--- config.mk ---
export PLATFORM = sky130hd
export DESIGN_NAME = motor_move_supervisor_flat
export DESIGN_NICKNAME = d
export VERILOG_FILES = /design/src/hdl/mms_pkg.sv /design/src/hdl/mms_cmd_if.sv /design/src/hdl/mms_res_if.sv /design/src/hdl/mms_alu.sv /design/src/hdl/motor_move_supervisor.sv /design/src/flat_wrapper.sv
export SDC_FILE = /design/constraint.sdc
export NUM_CORES = 1
export LEC_CHECK = 0
export ABC_AREA = 1
export BUFFER_PORTS_ARGS = -buffer_cell sky130_fd_sc_hd__buf_2
export CORE_AREA = 3 3 203 205
export CTS_CLUSTER_SIZE = 40
export DETAILED_ROUTE_END_ITERATION = 8
export DIE_AREA = 0 0 206 208
export GPL_ROUTABILITY_DRIVEN = 0
export HOLD_SLACK_MARGIN = 0.06
export PLACE_DENSITY = 0.68
export SLEW_MARGIN = 20
export SYNTH_ARGS = -nofsm -noshare
export SYNTH_HDL_FRONTEND = slang
export SYNTH_SLANG_ARGS = --single-unit
--- constraint.sdc ---
create_clock -name clk -period 9.9 [get_ports clk]
set_input_delay 2.475 -clock clk [delete_from_list [all_inputs] [get_ports clk]]
set_output_delay 2.475 -clock clk [all_outputs]
set_load 0.03 [all_outputs]
--- src/hdl/mms_pkg.sv ---
// shared types and constants for the motor move supervisor
`timescale 1ns / 1ps

package mms_pkg;

  localparam logic [1:0] OP_MOVE  = 2'd0;
  localparam logic [1:0] OP_RUN   = 2'd1;
  localparam logic [1:0] OP_STOP  = 2'd2;
  localparam logic [1:0] OP_CHECK = 2'd3;

  localparam logic [2:0] STATUS_NONE    = 3'd0;
  localparam logic [2:0] STATUS_RUNNING = 3'd1;
  localparam logic [2:0] STATUS_REACHED = 3'd2;
  localparam logic [2:0] STATUS_STALLED = 3'd3;
  localparam logic [2:0] STATUS_FREE    = 3'd4;

  localparam logic REG_MAX_RPM   = 1'b0;
  localparam logic REG_SLOW_DUTY = 1'b1;

  localparam logic [15:0] MAX_RPM_RESET   = 16'd100;
  localparam logic [7:0]  SLOW_DUTY_RESET = 8'd100;

  localparam logic [31:0] SLOW_ZONE = 32'd75;
  localparam logic [31:0] STALL_MS  = 32'd300;
  localparam logic [7:0]  DUTY_MAX  = 8'd255;

  localparam int DIV_STEPS = 8;
  localparam int DIV_CNT_W = $clog2(DIV_STEPS);

  typedef struct packed {
    logic [1:0]  op;
    logic        clockwise;
    logic [31:0] target_centi_revs;
    logic [15:0] speed_rpm;
    logic [15:0] run_duty;
    logic [15:0] measured_speed;
    logic [31:0] done_centi_revs;
    logic [31:0] now_ms;
  } cmd_t;

  typedef struct packed {
    logic [7:0]  duty;
    logic        bridge_in1;
    logic        bridge_in2;
    logic [2:0]  status;
    logic [15:0] reported_rpm;
  } res_t;

  typedef struct packed {
    logic [31:0] a;
    logic [31:0] b;
  } alu_req_t;

  typedef struct packed {
    logic [31:0] diff;
    logic        borrow;
  } alu_res_t;

endpackage

--- src/hdl/mms_cmd_if.sv ---
// command channel between a source and the supervisor
`timescale 1ns / 1ps

interface mms_cmd_if;
  import mms_pkg::*;

  logic valid;
  logic ready;
  cmd_t data;

  modport source (output valid, output data, input ready);
  modport sink (input valid, input data, output ready);
endinterface

--- src/hdl/mms_res_if.sv ---
// result channel from the supervisor to a sink
`timescale 1ns / 1ps

interface mms_res_if;
  import mms_pkg::*;

  logic valid;
  logic ready;
  res_t data;

  modport source (output valid, output data, input ready);
  modport sink (input valid, input data, output ready);
endinterface

--- src/hdl/mms_alu.sv ---
// shared 32-bit subtract and borrow unit used by the clamp, scale, divide and check steps
`timescale 1ns / 1ps

module mms_alu (
  input  mms_pkg::alu_req_t req,
  output mms_pkg::alu_res_t res
);
  logic [32:0] wide;

  assign wide       = {1'b0, req.a} - {1'b0, req.b};
  assign res.diff   = wide[31:0];
  assign res.borrow = wide[32];
endmodule

--- src/hdl/motor_move_supervisor.sv ---
// motor move supervisor top level: command sequencer and state registers
`timescale 1ns / 1ps

// Takes one command at a time and returns one result per command. Free run, stop and
// a check that finds the motor free running or idle go straight to the result stage.
// A supervised check runs four subtractions on the shared 32-bit subtractor (distance
// left, time since progress, time since start, done versus target). A move runs clamp,
// the scaling by 255 and an 8-step restoring division of the scaled speed by max_rpm,
// all on the same subtractor; a move of zero distance ends after the clamp. The next
// command is taken while a result still waits at the output.

module motor_move_supervisor (
  input  logic             clk,
  input  logic             rst,
  input  logic             cfg_we,
  input  logic             cfg_index,
  input  logic [15:0]      cfg_data,
  mms_cmd_if.sink          cmd,
  mms_res_if.source        res
);
  import mms_pkg::*;

  localparam logic [3:0] S_IDLE     = 4'd0;
  localparam logic [3:0] S_CLAMP    = 4'd1;
  localparam logic [3:0] S_MUL      = 4'd2;
  localparam logic [3:0] S_DIV      = 4'd3;
  localparam logic [3:0] S_CK_NEAR  = 4'd4;
  localparam logic [3:0] S_CK_IDLE  = 4'd5;
  localparam logic [3:0] S_CK_START = 4'd6;
  localparam logic [3:0] S_CK_DONE  = 4'd7;
  localparam logic [3:0] S_FINISH   = 4'd8;

  logic [3:0]  state;
  cmd_t        cmd_r;
  logic [15:0] max_rpm;
  logic [7:0]  slow_duty;
  logic [15:0] target_speed;
  logic [31:0] target_distance;
  logic [31:0] start_time;
  logic [31:0] last_progress;
  logic [31:0] last_progress_time;
  logic        free_running;
  logic [7:0]  current_duty;
  logic [1:0]  bridge;
  logic [2:0]  status_r;
  logic [15:0] rpm_r;
  logic        idle_gt;
  logic        start_gt;
  logic [15:0] rem;
  logic [7:0]  div_lo;
  logic [7:0]  quot;
  logic [DIV_CNT_W-1:0] cnt;
  logic        res_valid;
  res_t        res_data;

  alu_req_t    alu_req;
  alu_res_t    alu_res;
  logic [15:0] clamped;
  logic [7:0]  quot_next;

  mms_alu u_alu (
    .req (alu_req),
    .res (alu_res)
  );

  always_comb begin
    alu_req = '0;
    unique case (state)
      S_CLAMP: begin
        alu_req.a = {16'd0, max_rpm};
        alu_req.b = {16'd0, cmd_r.speed_rpm};
      end
      S_MUL: begin
        alu_req.a = {8'd0, target_speed, 8'd0};
        alu_req.b = {16'd0, target_speed};
      end
      S_DIV: begin
        alu_req.a = {15'd0, rem, div_lo[7]};
        alu_req.b = {16'd0, max_rpm};
      end
      S_CK_NEAR: begin
        alu_req.a = target_distance;
        alu_req.b = cmd_r.done_centi_revs;
      end
      S_CK_IDLE: begin
        alu_req.a = cmd_r.now_ms;
        alu_req.b = last_progress_time;
      end
      S_CK_START: begin
        alu_req.a = cmd_r.now_ms;
        alu_req.b = start_time;
      end
      S_CK_DONE: begin
        alu_req.a = cmd_r.done_centi_revs;
        alu_req.b = target_distance;
      end
      default: alu_req = '0;
    endcase
  end

  assign clamped   = alu_res.borrow ? max_rpm : cmd_r.speed_rpm;
  assign quot_next = {quot[6:0], ~alu_res.borrow};

  assign cmd.ready = (state == S_IDLE);
  assign res.valid = res_valid;
  assign res.data  = res_data;

  always_ff @(posedge clk) begin
    if (rst) begin
      state              <= S_IDLE;
      max_rpm            <= MAX_RPM_RESET;
      slow_duty          <= SLOW_DUTY_RESET;
      target_speed       <= '0;
      target_distance    <= '0;
      start_time         <= '0;
      last_progress      <= '0;
      last_progress_time <= '0;
      free_running       <= 1'b0;
      current_duty       <= '0;
      bridge             <= '0;
      status_r           <= STATUS_NONE;
      rpm_r              <= '0;
      res_valid          <= 1'b0;
    end else begin
      if (cfg_we) begin
        unique case (cfg_index)
          REG_MAX_RPM:   max_rpm   <= cfg_data;
          REG_SLOW_DUTY: slow_duty <= cfg_data[7:0];
          default: ;
        endcase
      end

      if (res.valid && res.ready && state != S_FINISH) begin
        res_valid <= 1'b0;
      end

      unique case (state)
        S_IDLE: begin
          if (cmd.valid) begin
            cmd_r    <= cmd.data;
            status_r <= (cmd.data.op == OP_CHECK && free_running) ? STATUS_FREE
                                                                  : STATUS_NONE;
            rpm_r    <= '0;
            unique case (cmd.data.op)
              OP_MOVE: state <= S_CLAMP;
              OP_RUN: begin
                bridge       <= cmd.data.clockwise ? 2'b01 : 2'b10;
                free_running <= 1'b1;
                current_duty <= (|cmd.data.run_duty[15:8]) ? DUTY_MAX
                                                           : cmd.data.run_duty[7:0];
                state        <= S_FINISH;
              end
              OP_STOP: begin
                current_duty    <= '0;
                target_speed    <= '0;
                target_distance <= '0;
                start_time      <= '0;
                state           <= S_FINISH;
              end
              OP_CHECK: begin
                if (free_running) begin
                  state <= S_FINISH;
                end else if (target_speed == '0) begin
                  state <= S_FINISH;
                end else begin
                  state <= S_CK_NEAR;
                end
              end
              default: state <= S_FINISH;
            endcase
          end
        end

        S_CLAMP: begin
          bridge          <= cmd_r.clockwise ? 2'b01 : 2'b10;
          free_running    <= 1'b0;
          target_speed    <= clamped;
          target_distance <= cmd_r.target_centi_revs;
          if (cmd_r.target_centi_revs == '0) begin
            state <= S_FINISH;
          end else begin
            start_time <= cmd_r.now_ms;
            if (max_rpm == '0) begin
              current_duty <= '0;
              state        <= S_FINISH;
            end else begin
              state <= S_MUL;
            end
          end
        end

        S_MUL: begin
          // 255 * speed, quotient below 256 since speed <= max_rpm
          rem    <= alu_res.diff[23:8];
          div_lo <= alu_res.diff[7:0];
          quot   <= '0;
          cnt    <= '0;
          state  <= S_DIV;
        end

        S_DIV: begin
          rem    <= alu_res.borrow ? {rem[14:0], div_lo[7]} : alu_res.diff[15:0];
          div_lo <= {div_lo[6:0], 1'b0};
          quot   <= quot_next;
          cnt    <= cnt + 1'b1;
          if (cnt == DIV_CNT_W'(DIV_STEPS - 1)) begin
            current_duty <= quot_next;
            state        <= S_FINISH;
          end
        end

        S_CK_NEAR: begin
          if (cmd_r.measured_speed != '0 && alu_res.diff < SLOW_ZONE) begin
            current_duty <= slow_duty;
          end
          state <= S_CK_IDLE;
        end

        S_CK_IDLE: begin
          idle_gt <= alu_res.diff > STALL_MS;
          state   <= S_CK_START;
        end

        S_CK_START: begin
          start_gt <= alu_res.diff > STALL_MS;
          state    <= S_CK_DONE;
        end

        S_CK_DONE: begin
          if (last_progress == cmd_r.done_centi_revs && idle_gt && start_gt) begin
            current_duty    <= '0;
            target_speed    <= '0;
            target_distance <= '0;
            start_time      <= '0;
            status_r        <= STATUS_STALLED;
          end else begin
            if (last_progress != cmd_r.done_centi_revs) begin
              last_progress      <= cmd_r.done_centi_revs;
              last_progress_time <= cmd_r.now_ms;
            end
            if (alu_res.borrow) begin
              status_r <= STATUS_RUNNING;
              rpm_r    <= target_speed;
            end else begin
              current_duty    <= '0;
              target_speed    <= '0;
              target_distance <= '0;
              start_time      <= '0;
              status_r        <= STATUS_REACHED;
            end
          end
          state <= S_FINISH;
        end

        S_FINISH: begin
          if (!res_valid || res.ready) begin
            res_valid             <= 1'b1;
            res_data.duty         <= current_duty;
            res_data.bridge_in1   <= bridge[0];
            res_data.bridge_in2   <= bridge[1];
            res_data.status       <= status_r;
            res_data.reported_rpm <= rpm_r;
            state                 <= S_IDLE;
          end
        end

        default: state <= S_IDLE;
      endcase
    end
  end

`ifndef SYNTH
  a_busy_after_transfer: assert property (@(posedge clk) disable iff (rst)
    (cmd.valid && cmd.ready) |=> !cmd.ready)
    else $error("command taken while a command is in work");

  a_rpm_only_running: assert property (@(posedge clk) disable iff (rst)
    (res.valid && res.data.status != STATUS_RUNNING) |-> res.data.reported_rpm == '0)
    else $error("rpm reported outside running status");

  a_rpm_nonzero_running: assert property (@(posedge clk) disable iff (rst)
    (res.valid && res.data.status == STATUS_RUNNING) |-> res.data.reported_rpm != '0)
    else $error("running status with zero rpm");

  a_bridge_exclusive: assert property (@(posedge clk) disable iff (rst)
    !(bridge[0] && bridge[1]))
    else $error("both bridge lines high");
`endif
endmodule

--- src/flat_wrapper.sv ---
// flat-port wrapper written by rule: the top's interface ports become plain ports
module motor_move_supervisor_flat import mms_pkg::*;
  (clk, rst, cfg_we, cfg_index, cfg_data, cmd_valid, cmd_data, cmd_ready, res_valid, res_data, res_ready);
  mms_cmd_if cmd_i ();
  mms_res_if res_i ();
  input  logic clk;
  input  logic rst;
  input  logic cfg_we;
  input  logic cfg_index;
  input  logic [15:0] cfg_data;
  input wire logic [$bits(cmd_i.valid)-1:0] cmd_valid;
  input wire logic [$bits(cmd_i.data)-1:0] cmd_data;
  output wire logic [$bits(cmd_i.ready)-1:0] cmd_ready;
  output wire logic [$bits(res_i.valid)-1:0] res_valid;
  output wire logic [$bits(res_i.data)-1:0] res_data;
  input wire logic [$bits(res_i.ready)-1:0] res_ready;
  assign cmd_i.valid = cmd_valid;
  assign cmd_i.data = cmd_data;
  assign cmd_ready = cmd_i.ready;
  assign res_valid = res_i.valid;
  assign res_data = res_i.data;
  assign res_i.ready = res_ready;
  motor_move_supervisor u_core (.clk(clk), .rst(rst), .cfg_we(cfg_we), .cfg_index(cfg_index), .cfg_data(cfg_data), .cmd(cmd_i), .res(res_i));
endmodule
# After elaboration in Yosys (flattened, before gate mapping)
# Cells that the tools add are included.
classes:
  n_addsub: 2
  magnitude_cmp: 2
  eq_ne: 27
  muxes: 58
  n_bitwise: 4
  reduce_logical: 36
op_table:
  columns: ["op", "n"]
  rows:
  - ["case mux 64 bit (7 select lines)", 1]
  - ["case mux 32 bit (3 select lines)", 2]
  - ["2-to-1 mux 32 bit", 5]
  - ["2-to-1 mux 16 bit", 9]
  - ["2-to-1 mux 8 bit", 8]
  - ["case mux 16 bit (2 select lines)", 2]
  - ["case mux 16 bit (3 select lines)", 1]
  - ["case mux 8 bit (5 select lines)", 1]
  - ["case mux 4 bit (9 select lines)", 1]
  - ["subtractor 32 x 32 -> 33 bit", 1]
  - ["equality test 32 bit", 1]
  - ["greater-than comparator 32 x 9 -> 1 bit, second input constant", 1]
  - ["zero test 16 bit", 2]
  - ["zero test 32 bit", 1]
  - ["< comparator 32 x 7 -> 1 bit, second input constant", 1]
  - ["!= test 32 bit", 1]
  - ["case mux 8 bit (2 select lines)", 2]
  - ["2-to-1 mux 4 bit", 7]
  - ["equality test 4 x 3 -> 1 bit, second input constant", 4]
  - ["nonzero test 16 bit", 1]
  - ["AND reduction 3 bit", 5]
  - ["case mux 7 bit (2 select lines)", 1]
  - ["!= test 2 x 1 -> 1 bit, second input constant", 6]
  - ["case mux 3 bit (2 select lines)", 2]
  - ["other kinds (32)", 63]
totals:
  regBits: 397
  input_bits: 169
  elab_cells: 160

# Depth between registers and ports, before layout
# Gate-level depths: netlist (run 1).
depth:
  depth_word: 7
  depth_mapped: 31
  ltp_nobuf: 29

# Modules after synthesis
# Synthesis (run 1) repeated with hierarchy kept, for this count alone.
hier_totals:
  cells_unflattened: 2541
  hier_area_um2: 19792.7
by_module_without_submodules:
  columns: ["module", "instances", "cells_per_inst", "area_per_inst_um2", "seq_area_each_um2"]
  rows:
  - ["motor_move_supervisor", 1, 1991, 17220.3, 9889.5]
  - ["mms_alu", 1, 550, 2572.5, 0.0]

# Worst setup path after synthesis (run 1)
# Ideal clock, no wire load.
synth_path:
  kind: "in2reg"
  from: "input port rst"
  to: "register u_core.cmd_r[0] in the netlist's numbering, enable pin"
  setup_time_ns: 0.619
  t_arrival_ns: 8.266
  required_time_ns: 9.281
  path_slack_ns: 1.015
  cell_stages: 3
  n_path_buf: 2
  cell_sequence: "clkbuf_1 clkbuf_1 nor2_1"
synth_via:
  elab_chain_len: 2
synth_rtl:
  columns: ["element", "line_no", "rtl"]
  rows:
  - ["from (decl)", "flat_wrapper.sv:7", "input logic rst;"]
  - ["inverter 1 bit (no line)", null, null]
  - ["AND reduction 3 bit (no line)", null, null]
  - ["to (signal assigned)", "motor_move_supervisor.sv:140", "cmd_r <= cmd.data;"]
  - ["to (decl)", "motor_move_supervisor.sv:34", "cmd_t cmd_r;"]
# No other way between the ends.
# A chain may end at the register's enable or synchronous reset.

# Worst setup path in the final report (run 1)
layout_path:
  from: "register u_core.state[0]"
  to: "register u_core.start_time[13]"
layout_via:
  elab_chain_len: 5
  word_cells_on_any_way: 17
layout_rtl:
  columns: ["element", "line_no", "rtl"]
  rows:
  - ["from (decl)", "motor_move_supervisor.sv:33", "logic [3:0] state;"]
  - ["from (signal assigned)", "motor_move_supervisor.sv:110", "state <= S_IDLE;"]
  - ["from (signal assigned)", "motor_move_supervisor.sv:145", "OP_MOVE: state <= S_CLAMP;"]
  - ["from (signal assigned)", "motor_move_supervisor.sv:151", "state <= S_FINISH;"]
  - ["equality test 4 x 3 -> 1 bit (tied with other cells)", "motor_move_supervisor.sv:68, motor_move_supervisor.sv:137", null]
  - ["case mux 64 bit (7 select lines)", "motor_move_supervisor.sv:68", "unique case (state)"]
  - ["subtractor 32 x 32 -> 33 bit", "mms_alu.sv:10", "assign wide = {1'b0, req.a} - {1'b0, req.b};"]
  - ["!= test 3 x 2 -> 1 bit (no line)", null, null]
  - ["AND reduction 5 bit (no line)", null, null]
  - ["to (signal assigned)", "motor_move_supervisor.sv:182", "start_time <= cmd_r.now_ms;"]
  - ["to (decl)", "motor_move_supervisor.sv:39", "logic [31:0] start_time;"]
# Parallel ways exist; a longest one is shown, timed or not.

==> results of run 1 <==
==> cell type report <==
class	instances	area, µm²
clock buffers	53	1150
clock inverters	24	282
fillers	3633	17500
inverters	283	1060
multi-input cells	1552	7920
flip-flops and latches	397	9890
well taps	525	657
repair buffers	217	1150
==> routing by layer <==
| layer | vias up | share of wire, % |
|---|---|---|
| li1 | 8182 | - |
| met1 | 8152 | 43 |
| met2 | 880 | 42 |
| met3 | 147 | 11 |
| met4 | 0 | 4.1 |
| met5 | - | 0 |
==> cell families (layout without fill, tap and decap cells) <==
group                    Yosys count  count (layout)  share of synthesized area (%)
XOR/XNOR                          36              36                           1.63
AO/OA/AOI/OAI                    478             478                           14.6
flip-flops                       397             397                           51.2
AND/OR/NAND/NOR                  999             999                           22.0
buffers and inverters            391             577                           8.00
adder cells (fa/ha/maj)           39              39                           2.56
==> stage by stage <==
stage	util [%]	instance area (µm²)	hold WS [ps]	setup slack, ps	instances
after CTS	55.8	22100	427	3820	3050
after floorplan	-	19300	403	1020	2340
after detailed placement	52.2	20700	412	3850	2973
after global placement	52.1	20700	411	3970	2973
after global routing	55.8	22100	445	3080	3051
final	55.8	22100	426	3590	3051
==> registers in the layout (all words and copies together) (netlist names), 2 cells and up <==
register and flops:
u_core.quot 7, u_core.state 4, u_core.rem 16, u_core.target_distance 32, u_core.div_lo 8, u_core.last_progress_time 32, u_core.rpm_r 16, u_core.status_r 3
u_core.current_duty 8, u_core.cmd_r 129, u_core.bridge 2, u_core.start_time 32, u_core.slow_duty 8, u_core.last_progress 32, u_core.target_speed 16, u_core.max_rpm 16
u_core.res.data 29, u_core.cnt 3
==> how the worst max path moves through the flow <==
stage                                    endpoint                    startpoint  cells after the start  slack, ps
2_1_floorplan           u_core.cmd_r[0]$_DFFE_PP_                           rst                      3       1020
3_3_place_gp    u_core.start_time[5]$_SDFFE_PP0P_  u_core.state[3]$_SDFFE_PP0P_                     25       3970
3_5_place_dp    u_core.start_time[9]$_SDFFE_PP0P_  u_core.state[0]$_SDFFE_PP0P_                     25       3850
4_1_cts        u_core.start_time[12]$_SDFFE_PP0P_  u_core.state[0]$_SDFFE_PP0P_                     25       3820
5_1_grt        u_core.start_time[11]$_SDFFE_PP0P_  u_core.state[0]$_SDFFE_PP0P_                     25       3080
6_report       u_core.start_time[13]$_SDFFE_PP0P_  u_core.state[0]$_SDFFE_PP0P_                     25       3590
==> placed cells by master, fill, tap and decap left out, types with 13 or more instances in the layout <==
cell type,count
a21oi_1,193
o21ai_0,139
inv_1,262
nor4_1,22
ha_1,38
nand3_1,131
o22ai_1,23
buf_2,198
nand2_1,619
edfxtp_1,194
nor2_1,139
a22oi_1,13
o2111ai_1,16
nand4_1,28
buf_4,17
inv_2,17
nor2_2,16
dfxtp_1,203
clkbuf_16,43
xnor2_1,31
o211ai_1,18
a221oi_1,35
==> critical path, delay by kind of cell, from the launching register on <==
family / cells / cell delay (ps)
buffers and inverters: 6 / 2260
DFF: 1 / 370
and+or+nand+nor: 15 / 2730
adders and majority gates: 1 / 400
AOI/OAI and AO/OA: 3 / 300
==> flow_summary.ini, run 1 <==
[run_status]
outcome = finished, final reports clean

[placement]
portBuffers = 199
dp_hpwl_mm = 43.9

[worst_setup_path]
r2r-end = u_core.start_time[13]$_SDFFE_PP0P_
path_max_fanout = 57
cpPeakStageDelay_ps = 630
critPathArrivalTime_ps = 6700
crit_type = reg -> reg
crit_path_start_kind = flip-flop
required_ps = 10300
cp_common_cell = nand2_1
critPathCaptureType = flip-flop
ff2ff_setup_slack_ps = 3590
reg2regPathDepth = 25
worstReg2RegStart = u_core.state[0]$_SDFFE_PP0P_
cp_slowest_cell = inv_2

[worst_hold_path]
min_path_cells = 0
hold_class = reg -> reg
hold_end = u_core.res.data[14]$_DFFE_PP_
hold_start = u_core.rpm_r[14]$_SDFFE_PP0P_

[sta]
setup-tns-final_ps = 0
finalSetupViolations = 0
finalCriticalPeriod_ps = 6310
max_slew_margin_pct = 24.9
rsz0062_at_grt = false
slew_viol_final = 0
hold_violations = 0
fin_crit_sh_pct = 63.7
fmax_mhz = 159
fin_skew_ps = 23.8
tightestPinTransition_ps = 1120

[global_routing]
top_usage_layer = met1
gr-total-overflow = 0
grt_usage_pct = 27.2
antenna_found_initial = 1
use_met3_pct = 7.06
use_met1_pct = 39.6
grt_pass1_vias = 16072
grtUsageMet2_pct = 38.8
grt_max_degree = 111
grt_first_pass_wirelength_mm = 91.3

[floorplan]
io_pins = 200
initial_core_util_pct = 48.7
die_h_um = 208
rows = 73
fp.dieW_um = 206
core_um2 = 39600
die_area_um2 = 42800

[final_layout]
layout-drive-gt1-share_pct = 14.1
insertedDiodeCount = 0
area_growth_pct = 14.5
nets = 2701

[flow_run]
maxCapViolCount = 0

[detailed_routing]
detail-route-antenna-nets = 0
wl_mm = 59.3
wl_per_cell_um = 19.4
vias_per_cell = 5.69
drc = 0
first_iter_violations = 2096
first_pass_iters = 8
via_count = 17361

[clock_network]
numCtsBuffers = 42
cts.htree.levels = 2
cts_tree = built
cts-resized-gates = 0
cts_root_buf = clkbuf_16
clock_latency_ps = 570
clk_pin_slew_worst_paths_ps = 60
cts_hold_buf = 0
clock_path_buffers = 3
cts_post_setup_buffers_inserted = 0
cts_sinks = 397

[yosys]
synth_top_area_cell = edfxtp_1
ys_top_cells_by_count = 621 x nand2_1, 263 x inv_1, 203 x dfxtp_1, 194 x edfxtp_1, 193 x a21oi_1
yosys-top-cells-area = edfxtp_1 30%, dfxtp_1 21%, nand2_1 12%, inv_1 5.1%, a21oi_1 5.0%
ys_ff_latch = 397
syn_inst = 2340
yosys_warnings = 0
synth_top_cell_area_share_pct = 30.2
synthMostInstantiatedCell = nand2_1
ys.flop_type = dfxtp_1
syn-num-nets = 2548
async_flop_share_pct = 0
syn_area_um2 = 19300
synth-edff-count = 194
yosysSeqAreaShare_pct = 51.2
yosys.cell_types.count = 56
syn_avg_cell_area_um2 = 8.26
Power of run 1 is left out: the tool's default activity adds up to more than one toggle a clock period on the data nets, which glitch-free logic cannot reach.
==> inputs of run 2 (changes only) <==
- clock period: 9.9 -> 6.44 ns (I/O delays scaled with it)
==> flow_summary.ini, run 2 (synthesis gave the netlist of run 1 again) <==
[sta]
tightestPinTransition_ps = 1160
max_slew_margin_pct = 22.7
fmax_mhz = 197
setup-tns-final_ps = 0
slew_viol_final = 0
fin_skew_ps = 18.9
hold_violations = 0
fin_crit_sh_pct = 78.8
finalCriticalPeriod_ps = 5080
finalSetupViolations = 0
rsz0062_at_grt = false

[floorplan]
initial_core_util_pct = 48.7
die_area_um2 = 42800
io_pins = 200
fp.dieW_um = 206
rows = 73
die_h_um = 208
core_um2 = 39600

[placement]
portBuffers = 199
dp_hpwl_mm = 44.7

[detailed_routing]
detail-route-antenna-nets = 0
via_count = 17412
vias_per_cell = 5.68
wl_mm = 60.6
drc = 0
first_pass_iters = 6
first_iter_violations = 2106
wl_per_cell_um = 19.8

[clock_network]
clock_path_buffers = 3
cts_root_buf = clkbuf_16
cts_post_setup_buffers_inserted = 0
cts_sinks = 397
clk_pin_slew_worst_paths_ps = 60
cts_tree = built
cts-resized-gates = 0
clock_latency_ps = 590
cts_hold_buf = 0
cts.htree.levels = 2
numCtsBuffers = 43

[global_routing]
grt_usage_pct = 27.6
grt_pass1_vias = 16425
gr-total-overflow = 0
antenna_found_initial = 0
grt_max_degree = 80
grt_first_pass_wirelength_mm = 92.7

[worst_hold_path]
min_path_cells = 0
hold_class = reg -> reg

[final_layout]
nets = 2712
final_cell_mix = 619 x nand2_1, 262 x inv_1, 203 x dfxtp_1
layout-drive-gt1-share_pct = 14.5
largest_reg_flops = 129
final_common_cell = nand2_1
largest_register = u_core.cmd_r
insertedDiodeCount = 0
area_growth_pct = 15.0

[worst_setup_path]
cp_slowest_cell = inv_1
crit_type = reg -> reg
critPathCaptureType = flip-flop
critPathArrivalTime_ps = 5580
reg2regPathDepth = 25
path_max_fanout = 32
cpPeakStageDelay_ps = 620
cp_common_cell = nand2_1
crit_path_start_kind = flip-flop
required_ps = 6940

[run_status]
outcome = finished, final reports clean

[flow_run]
maxCapViolCount = 0
[run 2: per-layer routing]
| layer | share of wire, % | track usage (%) | vias to the layer above |
|---|---|---|---|
| met5 | 0 | 0 | - |
| met4 | 4.5 | 10.7 | 0 |
| met3 | 12 | 7.59 | 183 |
| met2 | 42 | 39.5 | 1001 |
| met1 | 41 | 39.9 | 8032 |
| li1 | - | - | 8196 |
[run 2: worst max-delay path: cells and delay by family, from the launching register on]
family	cells	cell delay, ps
AO/OA/AOI/OAI	2	810
adder cells (fa/ha/maj)	1	440
buffers and inverters	8	2120
flip-flops	1	370
AND/OR/NAND/NOR	14	1260
[run 2: final cells by class]
type | instances | area (µm²)
Clock inverter | 25 | 302
Sequential cell | 397 | 9890
Inverter | 283 | 1060
Tap cell | 525 | 657
Multi-Input combinational cell | 1552 | 7920
Fill cell | 3634 | 17400
Timing Repair Buffer | 227 | 1220
Clock buffer | 55 | 1160
[run 2: through the flow]
stage / hold WS (ps) / cell area, µm² / cells / utilization, % / setup slack (ps)
floorplan: 403 / 19300 / 2340 / - / 606
CTS: 427 / 22200 / 3064 / 56.1 / 1500
detailed placement: 417 / 20800 / 2984 / 52.4 / 1530
finish: 424 / 22200 / 3064 / 56.1 / 1360
global placement: 409 / 20800 / 2984 / 52.4 / 1660
global route: 439 / 22200 / 3064 / 56.1 / 1090
[run 2: final timing paths]
check,endpoint,start,slack (ps)
hold reg to reg,u_core.res.data[13]$_DFFE_PP_,u_core.rpm_r[13]$_SDFFE_PP0P_,420
setup / recovery,u_core.start_time[5]$_SDFFE_PP0P_,u_core.state[3]$_SDFFE_PP0P_,1360
setup reg to reg,u_core.start_time[5]$_SDFFE_PP0P_,u_core.state[3]$_SDFFE_PP0P_,1360
hold / removal,u_core.res.data[13]$_DFFE_PP_,u_core.rpm_r[13]$_SDFFE_PP0P_,420
Power of run 2 is left out for the same reason.
